<file path="src/hdl/ppf_pkg.sv">
// Package for the ping-pong RGB fade: widths, codes, state types and reset values.
`timescale 1ns / 1ps
`default_nettype none
package ppf_pkg;

    localparam int LED_W      = 6;
    localparam int LEVEL_W    = 12;
    localparam int STEP_W     = 16;
    localparam int CFG_IDX_W  = 3;
    localparam int CFG_DATA_W = 16;

    // |end - begin| * step fits in PROD_W bits
    localparam int PROD_W     = LEVEL_W + STEP_W;
    // quotient bits kept; anything at or above 2**QUO_W saturates a level
    localparam int QUO_W      = LEVEL_W + 1;
    // multiplier consumes two bits of |end - begin| per cycle
    localparam int MUL_DIGITS = (LEVEL_W + 1) / 2;
    localparam int CNT_W      = 4;

    localparam logic [CNT_W-1:0]   MUL_LAST  = CNT_W'(MUL_DIGITS - 1);
    localparam logic [CNT_W-1:0]   DIV_LAST  = CNT_W'(QUO_W - 1);
    localparam logic [LEVEL_W-1:0] LEVEL_MAX = {LEVEL_W{1'b1}};

    localparam logic [LEVEL_W-1:0] RST_BEGIN_RED   = LEVEL_W'(100);
    localparam logic [LEVEL_W-1:0] RST_BEGIN_GREEN = LEVEL_W'(0);
    localparam logic [LEVEL_W-1:0] RST_BEGIN_BLUE  = LEVEL_W'(0);
    localparam logic [LEVEL_W-1:0] RST_END_RED     = LEVEL_W'(0);
    localparam logic [LEVEL_W-1:0] RST_END_GREEN   = LEVEL_W'(0);
    localparam logic [LEVEL_W-1:0] RST_END_BLUE    = LEVEL_W'(100);
    localparam logic [STEP_W-1:0]  RST_STEP_COUNT  = STEP_W'(100);

    typedef enum logic [CFG_IDX_W-1:0] {
        CFG_BEGIN_RED   = 3'd0,
        CFG_BEGIN_GREEN = 3'd1,
        CFG_BEGIN_BLUE  = 3'd2,
        CFG_END_RED     = 3'd3,
        CFG_END_GREEN   = 3'd4,
        CFG_END_BLUE    = 3'd5,
        CFG_STEP_COUNT  = 3'd6
    } t_cfg_idx;

    typedef enum logic {
        ST_IDLE,
        ST_BUSY
    } t_state;

    typedef enum logic [2:0] {
        CH_IDLE,
        CH_MUL,
        CH_CHK,
        CH_DIV,
        CH_FIN,
        CH_DONE
    } t_chan_state;

    typedef struct packed {
        logic load;
        logic mul;
        logic chk;
        logic div;
        logic fin;
    } t_chan_ctl;

endpackage
`default_nettype wire

</file>
<file path="src/hdl/ping_pong_rgb_fade.sv">
// Top level of the ping-pong RGB fade: config registers, step counter, control, result register.
// One tick at a time: the input stalls from a transfer until its result moves to the result register.
// Each tick runs the per-channel serial datapath, 6 radix-4 multiply steps plus
//   13 restoring divide steps, all three channels in parallel.
// A finished result waits in its own register, so the next tick starts while it is unclaimed.
// Reset (synchronous, active low): registers take their default colors and step count,
//   step counter at 0 going up, no result pending.
`timescale 1ns / 1ps
`default_nettype none
module ping_pong_rgb_fade (
    input  wire logic                           i_clk,
    input  wire logic                           i_rst_n,
    // configuration write port
    input  wire logic                           i_cfg_we,
    input  wire logic [ppf_pkg::CFG_IDX_W-1:0]  i_cfg_index,
    input  wire logic [ppf_pkg::CFG_DATA_W-1:0] i_cfg_data,
    // tick input
    input  wire logic                           i_in_valid,
    output logic                                o_in_stall,
    input  wire logic [ppf_pkg::LED_W-1:0]      i_led_index,
    input  wire logic                           i_restart,
    // result output
    output logic                                o_out_valid,
    input  wire logic                           i_out_stall,
    output logic [ppf_pkg::LED_W-1:0]           o_out_led,
    output logic [ppf_pkg::LEVEL_W-1:0]         o_red_level,
    output logic [ppf_pkg::LEVEL_W-1:0]         o_green_level,
    output logic [ppf_pkg::LEVEL_W-1:0]         o_blue_level
);

    localparam int L = ppf_pkg::LEVEL_W;
    localparam int S = ppf_pkg::STEP_W;

    // configuration
    logic [L-1:0] r_begin_red, r_begin_green, r_begin_blue;
    logic [L-1:0] r_end_red, r_end_green, r_end_blue;
    logic [S-1:0] r_step_count;

    // shared fade position
    logic [S-1:0] r_pos, n_pos;
    logic         r_up, n_up;

    ppf_pkg::t_state r_state, n_state;

    logic [ppf_pkg::LED_W-1:0] r_led;
    logic                      r_out_valid;
    logic [ppf_pkg::LED_W-1:0] r_out_led;
    logic [L-1:0]              r_out_red, r_out_green, r_out_blue;

    logic         w_accept;
    logic         w_load_out;
    logic         w_all_done;
    logic [S-1:0] w_pos_eff;
    logic         w_up_eff;
    logic [S:0]   w_inc;
    logic         w_done_r, w_done_g, w_done_b;
    logic [L-1:0] w_lvl_r, w_lvl_g, w_lvl_b;

    // register writes; indices past the list are dropped
    always_ff @(posedge i_clk) begin
        if (!i_rst_n) begin
            r_begin_red   <= ppf_pkg::RST_BEGIN_RED;
            r_begin_green <= ppf_pkg::RST_BEGIN_GREEN;
            r_begin_blue  <= ppf_pkg::RST_BEGIN_BLUE;
            r_end_red     <= ppf_pkg::RST_END_RED;
            r_end_green   <= ppf_pkg::RST_END_GREEN;
            r_end_blue    <= ppf_pkg::RST_END_BLUE;
            r_step_count  <= ppf_pkg::RST_STEP_COUNT;
        end else if (i_cfg_we) begin
            case (ppf_pkg::t_cfg_idx'(i_cfg_index))
                ppf_pkg::CFG_BEGIN_RED:   r_begin_red   <= i_cfg_data[L-1:0];
                ppf_pkg::CFG_BEGIN_GREEN: r_begin_green <= i_cfg_data[L-1:0];
                ppf_pkg::CFG_BEGIN_BLUE:  r_begin_blue  <= i_cfg_data[L-1:0];
                ppf_pkg::CFG_END_RED:     r_end_red     <= i_cfg_data[L-1:0];
                ppf_pkg::CFG_END_GREEN:   r_end_green   <= i_cfg_data[L-1:0];
                ppf_pkg::CFG_END_BLUE:    r_end_blue    <= i_cfg_data[L-1:0];
                ppf_pkg::CFG_STEP_COUNT:  r_step_count  <= i_cfg_data[S-1:0];
                default: ;
            endcase
        end
    end

    assign w_accept   = i_in_valid && !o_in_stall;
    assign w_all_done = w_done_r && w_done_g && w_done_b;

    // restart applies before this tick's color is computed
    assign w_pos_eff = i_restart ? '0 : r_pos;
    assign w_up_eff  = i_restart | r_up;
    assign w_inc     = {1'b0, w_pos_eff} + 1'b1;

    // ping-pong update: clamp at step_count and turn; at zero turn without moving
    always_comb begin
        n_pos = w_pos_eff;
        n_up  = w_up_eff;
        if (w_up_eff) begin
            if (w_inc > {1'b0, r_step_count}) begin
                n_pos = r_step_count;
                n_up  = 1'b0;
            end else begin
                n_pos = w_inc[S-1:0];
            end
        end else if (w_pos_eff == '0) begin
            n_up = 1'b1;
        end else begin
            n_pos = w_pos_eff - 1'b1;
        end
    end

    // next state
    always_comb begin
        n_state = r_state;
        case (r_state)
            ppf_pkg::ST_IDLE: if (w_accept) n_state = ppf_pkg::ST_BUSY;
            ppf_pkg::ST_BUSY: if (w_load_out) n_state = ppf_pkg::ST_IDLE;
            default:          n_state = ppf_pkg::ST_IDLE;
        endcase
    end

    // control outputs; the result moves out once the result register is free
    always_comb begin
        o_in_stall = 1'b1;
        w_load_out = 1'b0;
        case (r_state)
            ppf_pkg::ST_IDLE: o_in_stall = 1'b0;
            ppf_pkg::ST_BUSY: w_load_out = w_all_done && (!r_out_valid || !i_out_stall);
            default:          o_in_stall = 1'b1;
        endcase
    end

    always_ff @(posedge i_clk) begin
        if (!i_rst_n) begin
            r_state     <= ppf_pkg::ST_IDLE;
            r_pos       <= '0;
            r_up        <= 1'b1;
            r_out_valid <= 1'b0;
        end else begin
            r_state <= n_state;
            if (w_accept) begin
                r_pos <= n_pos;
                r_up  <= n_up;
            end
            if (w_load_out) r_out_valid <= 1'b1;
            else if (!i_out_stall) r_out_valid <= 1'b0;
        end
    end

    always_ff @(posedge i_clk) begin
        if (w_accept) r_led <= i_led_index;
        if (w_load_out) begin
            r_out_led   <= r_led;
            r_out_red   <= w_lvl_r;
            r_out_green <= w_lvl_g;
            r_out_blue  <= w_lvl_b;
        end
    end

    ppf_chan u_chan_red (
        .i_clk   (i_clk),
        .i_rst_n (i_rst_n),
        .i_start (w_accept),
        .i_begin (r_begin_red),
        .i_end   (r_end_red),
        .i_step  (w_pos_eff),
        .i_den   (r_step_count),
        .o_done  (w_done_r),
        .o_level (w_lvl_r)
    );

    ppf_chan u_chan_green (
        .i_clk   (i_clk),
        .i_rst_n (i_rst_n),
        .i_start (w_accept),
        .i_begin (r_begin_green),
        .i_end   (r_end_green),
        .i_step  (w_pos_eff),
        .i_den   (r_step_count),
        .o_done  (w_done_g),
        .o_level (w_lvl_g)
    );

    ppf_chan u_chan_blue (
        .i_clk   (i_clk),
        .i_rst_n (i_rst_n),
        .i_start (w_accept),
        .i_begin (r_begin_blue),
        .i_end   (r_end_blue),
        .i_step  (w_pos_eff),
        .i_den   (r_step_count),
        .o_done  (w_done_b),
        .o_level (w_lvl_b)
    );

    assign o_out_valid   = r_out_valid;
    assign o_out_led     = r_out_led;
    assign o_red_level   = r_out_red;
    assign o_green_level = r_out_green;
    assign o_blue_level  = r_out_blue;

endmodule
`default_nettype wire

</file>
<file path="src/hdl/ppf_chan.sv">
// One color channel: serial multiply, restoring divide and saturation.
`timescale 1ns / 1ps
`default_nettype none
module ppf_chan (
    input  wire logic                        i_clk,
    input  wire logic                        i_rst_n,
    input  wire logic                        i_start,
    input  wire logic [ppf_pkg::LEVEL_W-1:0] i_begin,
    input  wire logic [ppf_pkg::LEVEL_W-1:0] i_end,
    input  wire logic [ppf_pkg::STEP_W-1:0]  i_step,
    input  wire logic [ppf_pkg::STEP_W-1:0]  i_den,
    output logic                             o_done,
    output logic [ppf_pkg::LEVEL_W-1:0]      o_level
);

    localparam int L = ppf_pkg::LEVEL_W;
    localparam int S = ppf_pkg::STEP_W;
    localparam int P = ppf_pkg::PROD_W;
    localparam int Q = ppf_pkg::QUO_W;
    localparam int C = ppf_pkg::CNT_W;
    localparam int HI_W = P - Q;          // dividend bits above the kept quotient
    localparam int SUM_W = Q + 2;         // signed room for begin +/- quotient

    ppf_pkg::t_chan_state r_state, n_state;
    ppf_pkg::t_chan_ctl   w_ctl;

    logic [C-1:0] r_cnt;
    logic [L-1:0] r_mag;
    logic         r_neg;
    logic [P-1:0] r_mcand;
    logic [P-1:0] r_acc;
    logic [S-1:0] r_rem;
    logic [Q-1:0] r_dq;
    logic         r_ovf;
    logic [L-1:0] r_level;

    logic [P-1:0]     w_pp;
    logic [S+1:0]     w_trial;
    logic             w_qbit;
    logic [Q:0]       w_round;
    logic [SUM_W-1:0] w_sub;
    logic [SUM_W-1:0] w_add;
    logic [L-1:0]     w_level;

    // next state
    always_comb begin
        n_state = r_state;
        case (r_state)
            ppf_pkg::CH_IDLE, ppf_pkg::CH_DONE: begin
                if (i_start) n_state = ppf_pkg::CH_MUL;
            end
            ppf_pkg::CH_MUL: begin
                if (r_cnt == ppf_pkg::MUL_LAST) n_state = ppf_pkg::CH_CHK;
            end
            ppf_pkg::CH_CHK: n_state = ppf_pkg::CH_DIV;
            ppf_pkg::CH_DIV: begin
                if (r_cnt == ppf_pkg::DIV_LAST) n_state = ppf_pkg::CH_FIN;
            end
            ppf_pkg::CH_FIN: n_state = ppf_pkg::CH_DONE;
            default:         n_state = ppf_pkg::CH_IDLE;
        endcase
    end

    // decoded controls
    always_comb begin
        w_ctl = '0;
        case (r_state)
            ppf_pkg::CH_IDLE, ppf_pkg::CH_DONE: w_ctl.load = i_start;
            ppf_pkg::CH_MUL: w_ctl.mul = 1'b1;
            ppf_pkg::CH_CHK: w_ctl.chk = 1'b1;
            ppf_pkg::CH_DIV: w_ctl.div = 1'b1;
            ppf_pkg::CH_FIN: w_ctl.fin = 1'b1;
            default:         w_ctl = '0;
        endcase
    end

    always_ff @(posedge i_clk) begin
        if (!i_rst_n) begin
            r_state <= ppf_pkg::CH_IDLE;
            r_cnt   <= '0;
        end else begin
            r_state <= n_state;
            if (w_ctl.load || w_ctl.chk) r_cnt <= '0;
            else if (w_ctl.mul || w_ctl.div) r_cnt <= r_cnt + 1'b1;
        end
    end

    // radix-4 partial product of the current digit of |end - begin|
    always_comb begin
        w_pp = '0;
        if (r_mag[0]) w_pp = w_pp + r_mcand;
        if (r_mag[1]) w_pp = w_pp + {r_mcand[P-2:0], 1'b0};
    end

    // restoring divide step
    assign w_trial = {1'b0, r_rem, r_dq[Q-1]} - {2'b00, i_den};
    assign w_qbit  = ~w_trial[S+1];

    // floor for negative differences: round the magnitude quotient up
    assign w_round = {1'b0, r_dq} + {{Q{1'b0}}, (r_neg && (r_rem != '0))};
    assign w_sub   = {{(SUM_W-L){1'b0}}, i_begin} - {1'b0, w_round};
    assign w_add   = {{(SUM_W-L){1'b0}}, i_begin} + {2'b00, r_dq};

    always_comb begin
        if (i_den == '0) begin
            w_level = i_begin;
        end else if (r_ovf) begin
            w_level = r_neg ? '0 : ppf_pkg::LEVEL_MAX;
        end else if (r_neg) begin
            w_level = w_sub[SUM_W-1] ? '0 : w_sub[L-1:0];
        end else begin
            w_level = (w_add > {{(SUM_W-L){1'b0}}, ppf_pkg::LEVEL_MAX}) ?
                      ppf_pkg::LEVEL_MAX : w_add[L-1:0];
        end
    end

    always_ff @(posedge i_clk) begin
        if (w_ctl.load) begin
            r_neg   <= (i_end < i_begin);
            r_mag   <= (i_end < i_begin) ? (i_begin - i_end) : (i_end - i_begin);
            r_mcand <= {{(P-S){1'b0}}, i_step};
            r_acc   <= '0;
        end
        if (w_ctl.mul) begin
            r_acc   <= r_acc + w_pp;
            r_mcand <= {r_mcand[P-3:0], 2'b00};
            r_mag   <= {2'b00, r_mag[L-1:2]};
        end
        if (w_ctl.chk) begin
            r_ovf <= ({{(S-HI_W){1'b0}}, r_acc[P-1:Q]} >= i_den);
            r_rem <= {{(S-HI_W){1'b0}}, r_acc[P-1:Q]};
            r_dq  <= r_acc[Q-1:0];
        end
        if (w_ctl.div) begin
            r_rem <= w_qbit ? w_trial[S-1:0] : {r_rem[S-2:0], r_dq[Q-1]};
            r_dq  <= {r_dq[Q-2:0], w_qbit};
        end
        if (w_ctl.fin) begin
            r_level <= w_level;
        end
    end

    assign o_done  = (r_state == ppf_pkg::CH_DONE);
    assign o_level = r_level;

endmodule
`default_nettype wire

</file>
<file path="config.mk">
export PLATFORM = sky130hd
export DESIGN_NAME = ping_pong_rgb_fade
export DESIGN_NICKNAME = d
export VERILOG_FILES = /design/src/hdl/ppf_pkg.sv /design/src/hdl/ping_pong_rgb_fade.sv /design/src/hdl/ppf_chan.sv
export SDC_FILE = /design/constraint.sdc
export NUM_CORES = 2
export LEC_CHECK = 0
export BUFFER_PORTS_ARGS = -buffer_cell sky130_fd_sc_hd__buf_2
export CAP_MARGIN = 20
export CORE_MARGIN = 5
export CORE_UTILIZATION = 25
export CTS_CLUSTER_DIAMETER = 150
export DETAILED_ROUTE_END_ITERATION = 7
export GPL_TIMING_DRIVEN = 0
export PLACE_DENSITY = 0.39
export SYNTH_ARGS = -nofsm -noshare
export SYNTH_HDL_FRONTEND = slang
export SYNTH_SLANG_ARGS = --single-unit
</file>
<file path="constraint.sdc">
create_clock -name i_clk -period 10.6 [get_ports i_clk]
set_clock_uncertainty 0.15 [all_clocks]
set_input_delay 1.59 -clock i_clk [delete_from_list [all_inputs] [get_ports i_clk]]
set_output_delay 1.59 -clock i_clk [all_outputs]
set_load 0.03 [all_outputs]
</file>
==> parameters.txt <==
Parameter                              Value

Run status
  Run status    completed

Global route
  Maximum number of pins on one net before global-route repair    59
  Residual overflow from global routing    0
  Antenna violations before repair    7
  Overall track demand over capacity in global routing    16.13%
  Via count of the first global-routing pass    33100
  Global-route wire length before repair    208700 um

Routing
  Remaining number of nets flagged by the antenna check after routing    0
  Violation count after the first detailed-routing iteration    1962
  Routed wire length    139400 um
  Via-per-instance ratio    4.777
  Count of TritonRoute iterations in the first routing pass    7
  Detailed-route DRC error count    0
  Vias after detailed routing    33320
  Detailed-route wire length per cell    19.98 um

Clocking
  Max Root-Sink Buffers    3
  Clock input transition at the sequential cells of the worst setup and hold paths    0.06 ns
  CTS H-tree lvls    3
  Cells resized by post-CTS repair    0
  Number of buffers added to fix hold violations after cts    0
  # Post-CTS Setup Buffers    0
  Clock tree from TritonCTS    built
  Total clock buffers created by CTS    69
  Clock Sink Count    509
  Clk_lat worst skew    0.69 ns
  Root buffer selected by CTS    clkbuf_16

STA
  Tightest slew margin relative to the limit    21.88%
  Transition at the pin with the smallest max-transition slack    1.169 ns
  Setup Viol. Count Final    0
  Final setup margin    2.280 ns
  Final Hold Fails    0
  Setup repair after global routing missed its margin    no
  Final worst hold slack    0.2646 ns
  Min cycle time layout    8.320 ns
  Max Transition Viols Final    0
  Maximum clock frequency    120.2 MHz
  Post-route clock period utilization    78.49%

Finish
  Storage cell area    13880 um2
  Commonest cells after routing, fill and taps aside    nand2_1, ha_1, nor2_1, a21oi_1, edfxtp_1
  Filler Cell Count    17160
  Area of the multi-input gates    24510 um2
  Area growth from synthesis to final layout    14.62%
  Final design area excluding fillers    46030 um2
  Most common library cell in the layout ignoring fill and taps    nand2_1
  Share of cells above drive strength 1    6.858%
  Number of standard cells in the layout, taps in and fillers out    6975
  Total number of nets in the final design    5243

Yosys
  Synthesized cell area    40150 um2
  Nets in the synthesized netlist    5074
  Synthesized area per cell    8.756 um2
  Number of distinct library cell variants in the gate-level netlist after synthesis    97
  Yosys reg bits    509
  Top_reg_cell synth    edfxtp_1
  Count of flip-flops with a built-in enable after synthesis    369
  Share of the synthesized area in the top cell type    27.59%
  Share of flip-flops with an asynchronous set or reset    0%
  Sequential fraction of the synthesis area    34.57%
  Top cell type by total area after synthesis    edfxtp_1
  Count of warnings emitted by yosys    0
  Cell types with the largest area share after synthesis    edfxtp_1, ha_1, dfxtp_1, nand2_1, a21oi_1
  Syn Inst Count    4586

Die
  Die width    410.8 um
  Die ar.    168700 um2
  Number of placement rows    147
  Core region area    160200 um2
  Initial core utilization    25.07%
  I/O pin count    75
  Vertical extent of the die    410.8 um

Placed design
  Worst setup slack before clock tree synthesis    2.383 ns
  Post-Place Cell Area    43640 um2
  Global placement routability congestion    0.8728
  Buffers on Ports    72
  HPWL after detailed placement    109200 um
  Total placed cells including tap cells    6844

Setup path
  Critical R2R Launch    u_chan_green.r_mag[0]
  Setup CP Type    reg -> reg
  Start point of the critical path    u_chan_green.r_mag[0]
  Category of the worst setup path launch point    register
  CP Max Fanout    10
  Data required time at the worst endpoint    10.85 ns
  Worst Path Arrival    8.57 ns
  Type of destination of the critical path    register

Min path
  Hold Path Class    reg -> reg
  Hold wc startpoint    u_chan_green.o_level[0]

Pwr
  Leak pwr    18.61 nW
  Ratio of total power to cell area    163.0 nW/um2
  Tot Pwr    7.500 mW
  Max IR drop VDD    0.0001015 V

Flow run
  Maxcap violations    0
## logic make-up after synthesis
kind of cell,after synthesis,synth area share [%]
AND/OR/NAND/NOR,1538,17.93
AO/OA/AOI/OAI,1212,19.07
flip-flops,509,34.57
buffers and inverters,476,4.518
adder cells (fa/ha/maj),459,14.74
XOR/XNOR,262,5.768
multiplexers,130,3.403
## final cells by class
cell class,count,share of cell area [%]
Multi-Input combinational cell,3601,53.25
Sequential cell,509,30.16
Tap cell,2160,5.872
Clock buffer,91,4.200
Inverter,280,2.283
Buffer,196,1.658
Timing Repair Buffer,98,1.585
Clock inverter,37,0.9678
Antenna cell,3,0.01631
## registers in the layout, summed over array words and instances, names as in the netlist, 13 cells and up
signal and flops:
r_pos 16, r_step_count 16, u_chan_blue.r_dq 13, u_chan_red.r_mcand 28, u_chan_green.r_rem 16, u_chan_blue.r_mcand 28
u_chan_blue.r_rem 16, u_chan_blue.r_acc 28, u_chan_red.r_acc 28, u_chan_red.r_rem 16, u_chan_green.r_acc 28, u_chan_red.r_dq 13
u_chan_green.r_dq 13, u_chan_green.r_mcand 28
## power breakdown
part	internal [mW]	total, mW	switching (mW)	leakage (nW)
logic	0.996	2.44	1.44	12.8
registers	2.40	2.58	0.189	4.67
clock network	1.44	2.47	1.04	1.17
total	4.83	7.50	2.67	18.6
## synth_stat cells, drive strengths merged, types with 15 or more instances
cell type	instances
ha	433
fa	24
xor2	109
or3	29
nand3b	24
a21oi	399
nor3	84
or2	15
o31ai	31
xnor2	152
nand2b	69
a21boi	18
inv	279
mux2	52
o211ai	48
nor2	400
and3	15
buf	26
a22o	41
nor2b	75
a21o	119
nand3	68
o21a	39
o21bai	19
nand2	539
clkbuf	170
a31oi	27
mux2i	78
dfxtp	140
nand4	34
a211oi	33
edfxtp	369
o21ai	288
nor4	33
and2	119
## metrics by stage
step                TNS (ns)  util (%)
floorplan                  0         -
global placement      -23.82     26.98
detailed placement         0     27.24
CTS                        0     28.73
global route               0     28.73
finish                     0     28.73
## critical path: stages (launching register included)
cell and delay [ns]:
edfxtp_1 0.47, buf_2 0.26, buf_1 0.43, clkbuf_1 0.51, clkbuf_1 0.48, nand2_1 0.21, fa_1 0.48, o21ba_2 0.21
o221ai_1 0.40, a21oi_1 0.12, o31ai_1 0.78, a21oi_1 0.20, xnor2_1 0.16, mux2_2 0.30, ha_1 0.34, and4_1 0.26
nand4_1 0.16, nor4_1 0.54, o31a_1 0.35, o221a_4 0.23, o41a_1 0.20, a311oi_1 0.12, o21bai_1 0.30, xnor2_2 0.16
xnor2_1 0.13, nor2_1 0.05
## layer usage
metal / vias to the layer above / routed length, um / track usage, %
met3: 179 / 5433 / 2.277
met5: - / 15 / 0
met2: 530 / 64810 / 27.14
met1: 15830 / 64410 / 21.15
met4: 2 / 4695 / 5.657
li1: 16780 / - / -
## path summary, 6_finish.rpt
path	slack [ns]	to	cells past startpoint
setup / recovery	2.28	u_chan_green.r_acc[27]	25
hold / removal	0.26	o_green_level[0]	0
hold reg to reg	0.26	o_green_level[0]	0
setup reg to reg	2.28	u_chan_green.r_acc[27]	25
No activity file was read; power rests on OpenSTA's default activity.
